`config.mk`:
```
export PLATFORM = sky130hd
export DESIGN_NAME = enigma_rotor_cipher_core
export DESIGN_NICKNAME = d
export VERILOG_FILES = /design/src/hdl/erc_pkg.sv /design/src/hdl/enigma_rotor_cipher_core.sv /design/src/hdl/erc_front.sv /design/src/hdl/erc_queue.sv /design/src/hdl/erc_back.sv
export SDC_FILE = /design/constraint.sdc
export NUM_CORES = 2
export LEC_CHECK = 0
export ABC_CLOCK_PERIOD_IN_PS = 18800
export BUFFER_PORTS_ARGS = -buffer_cell sky130_fd_sc_hd__buf_2
export CORE_ASPECT_RATIO = 0.75
export CORE_MARGIN = 8
export CORE_UTILIZATION = 55
export DETAILED_ROUTE_END_ITERATION = 16
export PLACE_DENSITY = 0.77
export SLEW_MARGIN = 10
export SYNTH_ARGS = -nofsm -noshare
export SYNTH_HDL_FRONTEND = slang
export SYNTH_SLANG_ARGS = --single-unit
```
`constraint.sdc`:
```
create_clock -name clk -period 18.8 [get_ports clk]
set_input_delay 3.76 -clock clk [delete_from_list [all_inputs] [get_ports clk]]
set_output_delay 3.76 -clock clk [all_outputs]
set_load 0.02 [all_outputs]
```
`src/hdl/erc_pkg.sv`:
```
// Shared types, constants and lookup functions of the three-rotor cipher core.
// Holds the rotor and reflector wirings, notch table and modulo-26 helpers.
// No dependencies; every other file in hdl imports this package.
`default_nettype none

package erc_pkg;

    localparam int QUEUE_DEPTH = 4;
    localparam int CFG_IDX_W   = 3;
    localparam int CFG_DATA_W  = 45;

    // configuration register indexes
    localparam logic [CFG_IDX_W-1:0] REG_ROTOR_ORDER = 3'd0;
    localparam logic [CFG_IDX_W-1:0] REG_RING        = 3'd1;
    localparam logic [CFG_IDX_W-1:0] REG_PLUG_LOW    = 3'd2;
    localparam logic [CFG_IDX_W-1:0] REG_PLUG_MID    = 3'd3;
    localparam logic [CFG_IDX_W-1:0] REG_PLUG_HIGH   = 3'd4;

    // item kinds carried on tuser
    localparam logic OP_LOAD     = 1'b0;
    localparam logic OP_ENCIPHER = 1'b1;

    localparam logic [8:0]  ROTOR_ORDER_RST = 9'd83;
    localparam logic [14:0] RING_RST        = 15'd0;
    localparam logic [44:0] PLUG_LOW_RST    = 45'd9043225708576;
    localparam logic [44:0] PLUG_MID_RST    = 45'd19258043411785;
    localparam logic [39:0] PLUG_HIGH_RST   = 40'd885558792818;

    typedef logic [4:0] letter_t;

    typedef struct packed {
        logic [8:0]  rotor_order;
        logic [14:0] ring_settings;
        logic [44:0] plug_low;
        logic [44:0] plug_mid;
        logic [39:0] plug_high;
    } cfg_t;

    // one accepted item after rotor stepping
    typedef struct packed {
        logic    op;
        letter_t letter;
        letter_t left;
        letter_t middle;
        letter_t right;
    } item_t;

    // one item inside the substitution pipeline
    typedef struct packed {
        logic    op;
        letter_t x;
        letter_t off_l;
        letter_t off_m;
        letter_t off_r;
        letter_t left;
        letter_t middle;
        letter_t right;
    } stage_t;

    // 26 ASCII characters, letter A in the top byte
    typedef logic [207:0] wiring_t;

    localparam wiring_t FWD_WIRING [8] = '{
        "ABCDEFGHIJKLMNOPQRSTUVWXYZ",
        "EKMFLGDQVZNTOWYHXUSPAIBRCJ",
        "AJDKSIRUXBLHWTMCQGZNPYFVOE",
        "BDFHJLCPRTXVZNYEIWGAKMUSQO",
        "ESOVPZJAYQUIRHXLNFTGKDCMWB",
        "VZBRGITYUPSDNHLXAWMJQOFECK",
        "ABCDEFGHIJKLMNOPQRSTUVWXYZ",
        "ABCDEFGHIJKLMNOPQRSTUVWXYZ"
    };

    localparam wiring_t INV_WIRING [8] = '{
        "ABCDEFGHIJKLMNOPQRSTUVWXYZ",
        "UWYGADFPVZBECKMTHXSLRINQOJ",
        "AJPCZWRLFBDKOTYUQGENHXMIVS",
        "TAGBPCSDQEUFVNZHYIXJWLRKOM",
        "HZWVARTNLGUPXQCEJMBSKDYOIF",
        "QCYLXWENFTZOSMVJUDKGIARPHB",
        "ABCDEFGHIJKLMNOPQRSTUVWXYZ",
        "ABCDEFGHIJKLMNOPQRSTUVWXYZ"
    };

    localparam wiring_t REFLECTOR_B = "YRUHQSLDPXNGOKMIEBFZCWVJAT";

    localparam letter_t NOTCH_POS [8] = '{
        5'd0, 5'd16, 5'd4, 5'd21, 5'd9, 5'd25, 5'd0, 5'd0
    };
    // bit per rotor code: rotors I..V have a notch
    localparam logic [7:0] NOTCH_OK = 8'b0011_1110;

    function automatic letter_t sat25(input logic [4:0] v);
        return (v > 5'd25) ? 5'd25 : v;
    endfunction

    function automatic letter_t inc_mod26(input letter_t p);
        return (p == 5'd25) ? 5'd0 : p + 5'd1;
    endfunction

    function automatic letter_t add_mod26(input letter_t a, input letter_t b);
        logic [5:0] s;
        s = {1'b0, a} + {1'b0, b};
        if (s >= 6'd26)
            s = s - 6'd26;
        return s[4:0];
    endfunction

    function automatic letter_t sub_mod26(input letter_t a, input letter_t b);
        logic [5:0] s;
        s = {1'b0, a} + 6'd26 - {1'b0, b};
        if (s >= 6'd26)
            s = s - 6'd26;
        return s[4:0];
    endfunction

    function automatic letter_t wire_lookup(input wiring_t w, input letter_t x);
        logic [4:0] idx;
        logic [7:0] ch;
        idx = 5'd25 - x;
        ch  = w[{idx, 3'b000} +: 8];
        ch  = ch - 8'd65;
        return ch[4:0];
    endfunction

    function automatic letter_t fwd_pass(input logic [2:0] code, input letter_t off,
                                         input letter_t x);
        letter_t t;
        t = add_mod26(x, off);
        t = wire_lookup(FWD_WIRING[code], t);
        return sub_mod26(t, off);
    endfunction

    function automatic letter_t inv_pass(input logic [2:0] code, input letter_t off,
                                         input letter_t x);
        letter_t t;
        t = add_mod26(x, off);
        t = wire_lookup(INV_WIRING[code], t);
        return sub_mod26(t, off);
    endfunction

    function automatic logic notch_at(input logic [2:0] code, input letter_t pos);
        return NOTCH_OK[code] && (pos == NOTCH_POS[code]);
    endfunction

    function automatic letter_t plug(input cfg_t cfg, input letter_t k);
        logic [129:0] all_map;
        logic [7:0]   base;
        all_map = {cfg.plug_high, cfg.plug_mid, cfg.plug_low};
        base    = ({3'b000, k} << 2) + {3'b000, k};
        return sat25(all_map[base +: 5]);
    endfunction

endpackage

`default_nettype wire

```
`src/hdl/enigma_rotor_cipher_core.sv`:
```
// Top level of the three-rotor cipher core: configuration registers and the
// front end, queue and back end. Depends on erc_pkg, erc_front, erc_queue, erc_back.
//
//   channel   direction  transaction when          payload
//   s_*       in         s_tvalid && s_tready      tdata, tuser = op
//   m_*       out        m_tvalid && m_tready      tdata
//   cfg_*     in         cfg_we                    cfg_index, cfg_wdata
//
// One item per cycle sustained while the master side accepts; a result appears on m_tvalid
// once its item has passed the queue slot, three lookup stages and the output register.
// Rotor stepping is done at acceptance, so the position registers carry the
// only item-to-item dependency. Reset clears positions, queue and valid bits
// and restores the default configuration. A stalled master side fills the
// pipeline and then the queue before s_tready drops.
`default_nettype none

module enigma_rotor_cipher_core #(
    parameter int QUEUE_DEPTH = erc_pkg::QUEUE_DEPTH
) (
    input  wire logic                            clk,
    input  wire logic                            rst_n,
    input  wire logic                            s_tvalid,
    output logic                                 s_tready,
    input  wire logic [23:0]                     s_tdata,   // letter_in, start_left, start_middle, start_right
    input  wire logic                            s_tuser,   // op
    output logic                                 m_tvalid,
    input  wire logic                            m_tready,
    output logic [23:0]                          m_tdata,   // letter_out, now_left, now_middle, now_right
    input  wire logic                            cfg_we,
    input  wire logic [erc_pkg::CFG_IDX_W-1:0]   cfg_index,
    input  wire logic [erc_pkg::CFG_DATA_W-1:0]  cfg_wdata
);
    import erc_pkg::*;

    cfg_t  cfg_reg;
    logic  queue_full, push, pop, head_valid;
    item_t push_item, head_item;

    always_ff @(posedge clk or negedge rst_n)
    begin
        if (!rst_n)
        begin
            cfg_reg.rotor_order   <= ROTOR_ORDER_RST;
            cfg_reg.ring_settings <= RING_RST;
            cfg_reg.plug_low      <= PLUG_LOW_RST;
            cfg_reg.plug_mid      <= PLUG_MID_RST;
            cfg_reg.plug_high     <= PLUG_HIGH_RST;
        end
        else if (cfg_we)
        begin
            unique case (cfg_index)
                REG_ROTOR_ORDER: cfg_reg.rotor_order   <= cfg_wdata[8:0];
                REG_RING:        cfg_reg.ring_settings <= cfg_wdata[14:0];
                REG_PLUG_LOW:    cfg_reg.plug_low      <= cfg_wdata[44:0];
                REG_PLUG_MID:    cfg_reg.plug_mid      <= cfg_wdata[44:0];
                REG_PLUG_HIGH:   cfg_reg.plug_high     <= cfg_wdata[39:0];
                default:         ;  // drop writes to unmapped indexes
            endcase
        end
    end

    erc_front u_front (
        .clk         (clk),
        .rst_n       (rst_n),
        .s_tvalid    (s_tvalid),
        .s_tready    (s_tready),
        .s_tdata     (s_tdata),
        .s_tuser     (s_tuser),
        .rotor_order (cfg_reg.rotor_order),
        .queue_full  (queue_full),
        .push        (push),
        .push_item   (push_item)
    );

    erc_queue #(
        .DEPTH (QUEUE_DEPTH)
    ) u_queue (
        .clk        (clk),
        .rst_n      (rst_n),
        .push       (push),
        .push_item  (push_item),
        .full       (queue_full),
        .pop        (pop),
        .head_valid (head_valid),
        .head_item  (head_item)
    );

    erc_back u_back (
        .clk        (clk),
        .rst_n      (rst_n),
        .cfg        (cfg_reg),
        .head_valid (head_valid),
        .head_item  (head_item),
        .pop        (pop),
        .m_tvalid   (m_tvalid),
        .m_tready   (m_tready),
        .m_tdata    (m_tdata)
    );

endmodule

`default_nettype wire

```
`src/hdl/erc_front.sv`:
```
// Front end: accepts stream items, loads or steps the rotor positions.
// Pushes each item with its resulting positions into the queue. Uses erc_pkg.
`default_nettype none

module erc_front (
    input  wire logic           clk,
    input  wire logic           rst_n,
    input  wire logic           s_tvalid,
    output logic                s_tready,
    input  wire logic [23:0]    s_tdata,      // letter_in, start_left, start_middle, start_right
    input  wire logic           s_tuser,      // op
    input  wire logic [8:0]     rotor_order,
    input  wire logic           queue_full,
    output logic                push,
    output erc_pkg::item_t      push_item
);
    import erc_pkg::*;

    letter_t left_reg, middle_reg, right_reg;
    letter_t left_next, middle_next, right_next;
    logic    mid_notch, right_notch;

    assign s_tready = !queue_full;
    assign push     = s_tvalid && s_tready;

    assign mid_notch   = notch_at(rotor_order[5:3], middle_reg);
    assign right_notch = notch_at(rotor_order[2:0], right_reg);

    always_comb
    begin
        left_next   = left_reg;
        middle_next = middle_reg;
        right_next  = right_reg;
        if (push)
        begin
            if (s_tuser == OP_LOAD)
            begin
                left_next   = sat25(s_tdata[9:5]);
                middle_next = sat25(s_tdata[14:10]);
                right_next  = sat25(s_tdata[19:15]);
            end
            else
            begin
                // middle rotor double steps on its own notch
                if (mid_notch)
                    left_next = inc_mod26(left_reg);
                if (mid_notch || right_notch)
                    middle_next = inc_mod26(middle_reg);
                right_next = inc_mod26(right_reg);
            end
        end
    end

    always_ff @(posedge clk or negedge rst_n)
    begin
        if (!rst_n)
        begin
            left_reg   <= '0;
            middle_reg <= '0;
            right_reg  <= '0;
        end
        else
        begin
            left_reg   <= left_next;
            middle_reg <= middle_next;
            right_reg  <= right_next;
        end
    end

    assign push_item.op     = s_tuser;
    assign push_item.letter = s_tdata[4:0];
    assign push_item.left   = left_next;
    assign push_item.middle = middle_next;
    assign push_item.right  = right_next;

    a_right_steps: assert property (@(posedge clk) disable iff (!rst_n)
        (push && s_tuser == OP_ENCIPHER) |=>
            (right_reg == (($past(right_reg) == 5'd25) ? 5'd0 : $past(right_reg) + 5'd1)))
        else $error("right rotor did not step on encipher item");

endmodule

`default_nettype wire

```
`src/hdl/erc_queue.sv`:
```
// Short first-in first-out queue between the front end and the substitution back end.
// Register-file storage with read and write pointers. Uses erc_pkg for the item type.
`default_nettype none

module erc_queue #(
    parameter int DEPTH = erc_pkg::QUEUE_DEPTH
) (
    input  wire logic           clk,
    input  wire logic           rst_n,
    input  wire logic           push,
    input  wire erc_pkg::item_t push_item,
    output logic                full,
    input  wire logic           pop,
    output logic                head_valid,
    output erc_pkg::item_t      head_item
);
    import erc_pkg::*;

    localparam int PTR_W = (DEPTH > 1) ? $clog2(DEPTH) : 1;
    localparam int CNT_W = $clog2(DEPTH + 1);
    localparam logic [PTR_W-1:0] LAST_PTR  = PTR_W'(DEPTH - 1);
    localparam logic [CNT_W-1:0] DEPTH_CNT = CNT_W'(DEPTH);

    item_t            mem [DEPTH];
    logic [PTR_W-1:0] wr_ptr_reg, wr_ptr_next;
    logic [PTR_W-1:0] rd_ptr_reg, rd_ptr_next;
    logic [CNT_W-1:0] count_reg, count_next;

    assign full       = (count_reg == DEPTH_CNT);
    assign head_valid = (count_reg != '0);
    assign head_item  = mem[rd_ptr_reg];

    always_comb
    begin
        wr_ptr_next = wr_ptr_reg;
        rd_ptr_next = rd_ptr_reg;
        count_next  = count_reg;
        if (push)
            wr_ptr_next = (wr_ptr_reg == LAST_PTR) ? '0 : wr_ptr_reg + 1'b1;
        if (pop)
            rd_ptr_next = (rd_ptr_reg == LAST_PTR) ? '0 : rd_ptr_reg + 1'b1;
        if (push && !pop)
            count_next = count_reg + 1'b1;
        else if (pop && !push)
            count_next = count_reg - 1'b1;
    end

    always_ff @(posedge clk)
    begin
        if (push)
            mem[wr_ptr_reg] <= push_item;
    end

    always_ff @(posedge clk or negedge rst_n)
    begin
        if (!rst_n)
        begin
            wr_ptr_reg <= '0;
            rd_ptr_reg <= '0;
            count_reg  <= '0;
        end
        else
        begin
            wr_ptr_reg <= wr_ptr_next;
            rd_ptr_reg <= rd_ptr_next;
            count_reg  <= count_next;
        end
    end

    a_count_bound: assert property (@(posedge clk) disable iff (!rst_n)
        count_reg <= DEPTH_CNT)
        else $error("queue count beyond depth");

    a_empty_ptrs: assert property (@(posedge clk) disable iff (!rst_n)
        (count_reg == '0) |-> (wr_ptr_reg == rd_ptr_reg))
        else $error("queue empty with pointers apart");

endmodule

`default_nettype wire

```
`src/hdl/erc_back.sv`:
```
// Back end: three pipeline stages of plugboard, rotor, reflector lookups and an
// output register on the master stream. Uses erc_pkg for wirings and helpers.
`default_nettype none

module erc_back (
    input  wire logic           clk,
    input  wire logic           rst_n,
    input  wire erc_pkg::cfg_t  cfg,
    input  wire logic           head_valid,
    input  wire erc_pkg::item_t head_item,
    output logic                pop,
    output logic                m_tvalid,
    input  wire logic           m_tready,
    output logic [23:0]         m_tdata       // letter_out, now_left, now_middle, now_right
);
    import erc_pkg::*;

    logic [2:0] code_l, code_m, code_r;
    letter_t    ring_l, ring_m, ring_r;

    stage_t  st1_reg, st1_next;
    stage_t  st2_reg, st2_next;
    stage_t  st3_reg, st3_next;
    logic    v1_reg, v2_reg, v3_reg, out_valid_reg;
    logic    rdy1, rdy2, rdy3, out_rdy;
    letter_t x3, x4;
    logic [23:0] out_reg, out_next;

    assign code_l = cfg.rotor_order[8:6];
    assign code_m = cfg.rotor_order[5:3];
    assign code_r = cfg.rotor_order[2:0];
    assign ring_l = sat25(cfg.ring_settings[14:10]);
    assign ring_m = sat25(cfg.ring_settings[9:5]);
    assign ring_r = sat25(cfg.ring_settings[4:0]);

    // each stage moves when its successor has room
    assign out_rdy = !out_valid_reg || m_tready;
    assign rdy3    = !v3_reg || out_rdy;
    assign rdy2    = !v2_reg || rdy3;
    assign rdy1    = !v1_reg || rdy2;
    assign pop     = head_valid && rdy1;

    // stage 1: plugboard entry and rotor offsets
    always_comb
    begin
        st1_next.op     = head_item.op;
        st1_next.x      = plug(cfg, sat25(head_item.letter));
        st1_next.off_l  = sub_mod26(head_item.left, ring_l);
        st1_next.off_m  = sub_mod26(head_item.middle, ring_m);
        st1_next.off_r  = sub_mod26(head_item.right, ring_r);
        st1_next.left   = head_item.left;
        st1_next.middle = head_item.middle;
        st1_next.right  = head_item.right;
    end

    // stage 2: right and middle rotors, forward
    always_comb
    begin
        st2_next   = st1_reg;
        st2_next.x = fwd_pass(code_m, st1_reg.off_m,
                              fwd_pass(code_r, st1_reg.off_r, st1_reg.x));
    end

    // stage 3: left rotor, reflector, left rotor inverse
    always_comb
    begin
        x3 = fwd_pass(code_l, st2_reg.off_l, st2_reg.x);
        x3 = wire_lookup(REFLECTOR_B, x3);
        x3 = inv_pass(code_l, st2_reg.off_l, x3);
        st3_next   = st2_reg;
        st3_next.x = x3;
    end

    // last step: middle and right inverse, plugboard exit
    always_comb
    begin
        x4 = inv_pass(code_m, st3_reg.off_m, st3_reg.x);
        x4 = inv_pass(code_r, st3_reg.off_r, x4);
        x4 = plug(cfg, x4);
        if (st3_reg.op == OP_LOAD)
            x4 = '0;
        out_next = {4'b0000, st3_reg.right, st3_reg.middle, st3_reg.left, x4};
    end

    always_ff @(posedge clk)
    begin
        if (rdy1)
            st1_reg <= st1_next;
        if (rdy2)
            st2_reg <= st2_next;
        if (rdy3)
            st3_reg <= st3_next;
        if (out_rdy)
            out_reg <= out_next;
    end

    always_ff @(posedge clk or negedge rst_n)
    begin
        if (!rst_n)
        begin
            v1_reg        <= 1'b0;
            v2_reg        <= 1'b0;
            v3_reg        <= 1'b0;
            out_valid_reg <= 1'b0;
        end
        else
        begin
            if (rdy1)
                v1_reg <= head_valid;
            if (rdy2)
                v2_reg <= v1_reg;
            if (rdy3)
                v3_reg <= v2_reg;
            if (out_rdy)
                out_valid_reg <= v3_reg;
        end
    end

    assign m_tvalid = out_valid_reg;
    assign m_tdata  = out_reg;

    a_letter_range: assert property (@(posedge clk) disable iff (!rst_n)
        m_tvalid |-> (m_tdata[4:0] <= 5'd25))
        else $error("enciphered letter out of range");

endmodule

`default_nettype wire

```
==> metrics.txt <==
status completed; hpwl dp 103000 µm; adder-cell share of the synthesized area 7.52%; kind of critical path reg2reg; Hold-fix buffers, CTS 0; Period minus WS final 17370 ps; min-delay worst type reg2reg; fin crit share 92.4%; most common flop cell mapped by yosys edfxtp_1; global-route wire length before repair 211000 µm; Resize count post-CTS 0; post-synthesis cell type count 100; Warnings, synthesis 0; chip width 322 µm; dominant cells by area after synthesis edfxtp_1 16%, mux4_2 10%, dfrtp_1 7.7%; mux cell area share after synthesis 24.0%; CP max FO 46; WP data required 19130 ps; die area 78900 µm²; main combinational cell family by area after synthesis multiplexers; #FFs+latches synth 387; Total Routed Length 142000 µm; Top Layer Used met5; clock slew at reported path FFs 70 ps; headroom to the max-slew limit 18.7%; async set or reset register ratio after synthesis 46.5%; Layout fillers 6065; Critical Path Max Stage Delay 710 ps; routed wl met3 23600 µm; Sum Neg Setup Slack 0 ps; initial antenna violation count 5; count leader, synth nand2_1; number of DRC markers in iteration 0 5890; H-tree depth 2; Total Routing Usage GR 34.5%; M1 wire length 58000 µm; # rows 84; CTS tree built; setup bufs post-CTS 0; starting density of the core 55.3%; DR vias/cell 7.12; post-synthesis cell count 4157; total congestion overflow 0; Root Buffer clkbuf_16; CP dominant cell by count ha_1; critical path arrival 17700 ps; fraction of layout cells with a size suffix above 1 18.9%; total number of vias 35900; sequential area share after synthesis 28.0%; synth cell count leaders 431 x nand2_1, 321 x nor2_1, 282 x mux2i_1, 241 x o21ai_0, 235 x a21oi_1; XOR/XNOR Fraction of Synth Area 2.70%; Area growth syn-to-layout 6.56%; Avg WL per Cell 28.1 µm; Cell Area, Synth 38600 µm²; largest net degree at the start of global routing 74; hold depth 0; Worst-Skew Late Latency 620 ps; Reg2Reg Depth 60; Critical path origin u_back.st2_reg[25]$_DFFE_PP_; Antenna Violating Nets Remaining 0; fin nets 4367; FF-to-FF setup slack 1430 ps; vias in the first global route 33200; Final Hold Viols 0; critical path endpoint u_back.st3_reg[33]$_DFFE_PP_; complex-gate fraction of the synthesized area 18.6%; Die Y 245 µm; critical path's slowest cell xnor2_1; actual slew at the worst max-slew pin 1220 ps; I/O Buffers 95; Post-synth EDFFs 207; Simple-Gate Fraction of Synth Area 13.6%; clock sink count 387; Synth top area share 16.1%; max FFs per register 154; Critical Path Source Type flop; DRC 0; syn avg cell area 9.28 µm²; Pins Over Slew Limit 0; DR pass1 iterations 9; dominant cell type by area after synthesis edfxtp_1; skew final 25.4 ps; total CTS buffers 43; R2R Path Start u_back.st2_reg[25]$_DFFE_PP_; RD Place Congestion 1.04; met2 wire length 55000 µm; fmax 57.6 MHz; Core Box Area 69800 µm²; Ports 104; setup violators final 0; max cap viols 0; reg2reg end u_back.st3_reg[33]$_DFFE_PP_; CP Capture Type flop; Clock Path Buffers 3; RSZ-0062 raised after global routing false
[kinds of logic (layout without fill, tap and decap cells)]
logic type	Yosys count	in the layout
other cells	1	6
mux	673	673
fa+ha+maj	222	222
compound gates	1072	1072
flops	387	387
simple gates	1159	1159
xor+xnor	114	114
buf+inv	529	472
[cell type report]
cell class	count	area, µm²	share of cell area (%)
clock inverter	24	299	0.728
timing repair buffer	189	1210	2.96
clock buffer	55	1150	2.80
multi-input combinational	3244	25700	62.5
antenna	2	5.00	0.0122
sequential	387	10800	26.3
inverter	204	766	1.86
tap	946	1180	2.88
[critical path: cells and delay by family (launching register included)]
family	cells	cell delay [ps]
AOI/OAI and AO/OA	22	4860
adders and majority gates	15	4770
buffers and inverters	10	2340
xor gates and xnor gates	7	2320
and+or+nand+nor	4	1540
muxes	2	720
DFF	1	500
[placed cells by master (no fill, tap or decap), drive strengths merged, types with 25 or more instances in the layout]
cell,netlist,layout
a2111oi,25,25
a211oi,65,65
a21o,37,37
a21oi,241,241
a311oi,27,27
a31oi,70,70
buf,115,188
clkbuf,210,56
dfrtp,119,119
dfstp,61,61
edfxtp,207,207
ha,203,203
inv,200,205
mux2,212,212
mux2i,282,282
mux4,179,179
nand2,431,431
nand3,97,97
nand4,30,30
nor2,323,323
nor2b,36,36
nor3,90,90
o211ai,68,68
o21ai,253,253
o22ai,31,31
xnor2,62,62
xor2,51,51
[metal layers]
metal / vias to the layer above / GRT usage, %
met5: - / 1.48
met4: 4 / 10.7
met3: 408 / 14.2
met2: 2659 / 46.2
met1: 17300 / 49.9
li1: 15500 / -
[worst min path at each step]
| stage | to | start | slack, ps |
|---|---|---|---|
| 5_1_grt | u_back.out_next[6]$_DFFE_PP_ | u_back.st2_reg[11]$_DFFE_PP_ | 420 |
| 6_report | u_back.st2_reg[6]$_DFFE_PP_ | u_back.st1_reg[6]$_DFFE_PN_ | 410 |
| 4_1_cts | u_back.st2_reg[6]$_DFFE_PP_ | u_back.st1_reg[6]$_DFFE_PN_ | 410 |
| 2_1_floorplan | u_back.m_tdata[10]$_DFFE_PP_ | u_back.out_next[10]$_DFFE_PP_ | 400 |
| 3_5_place_dp | u_back.out_next[19]$_DFFE_PP_ | u_back.st2_reg[4]$_DFFE_PP_ | 400 |
| 3_3_place_gp | u_back.st3_reg[22]$_DFFE_PP_ | u_back.st2_reg[22]$_DFFE_PP_ | 400 |
[metrics by stage]
stage	std cells	hold WS, ps	setup WS, ps	utilization [%]	instance area, µm²
6_report	5051	413	1430	58.9	41100
5_1_grt	5049	420	235	58.9	41100
4_1_cts	5049	412	1640	58.9	41100
3_5_place_dp	4970	405	1650	56.8	39600
3_3_place_gp	4970	401	1990	56.8	39600
2_1_floorplan	4160	400	2770	-	38600
Power is not shown: default switching activity piles up to over one toggle a cycle in this logic, so the estimate is an artifact.
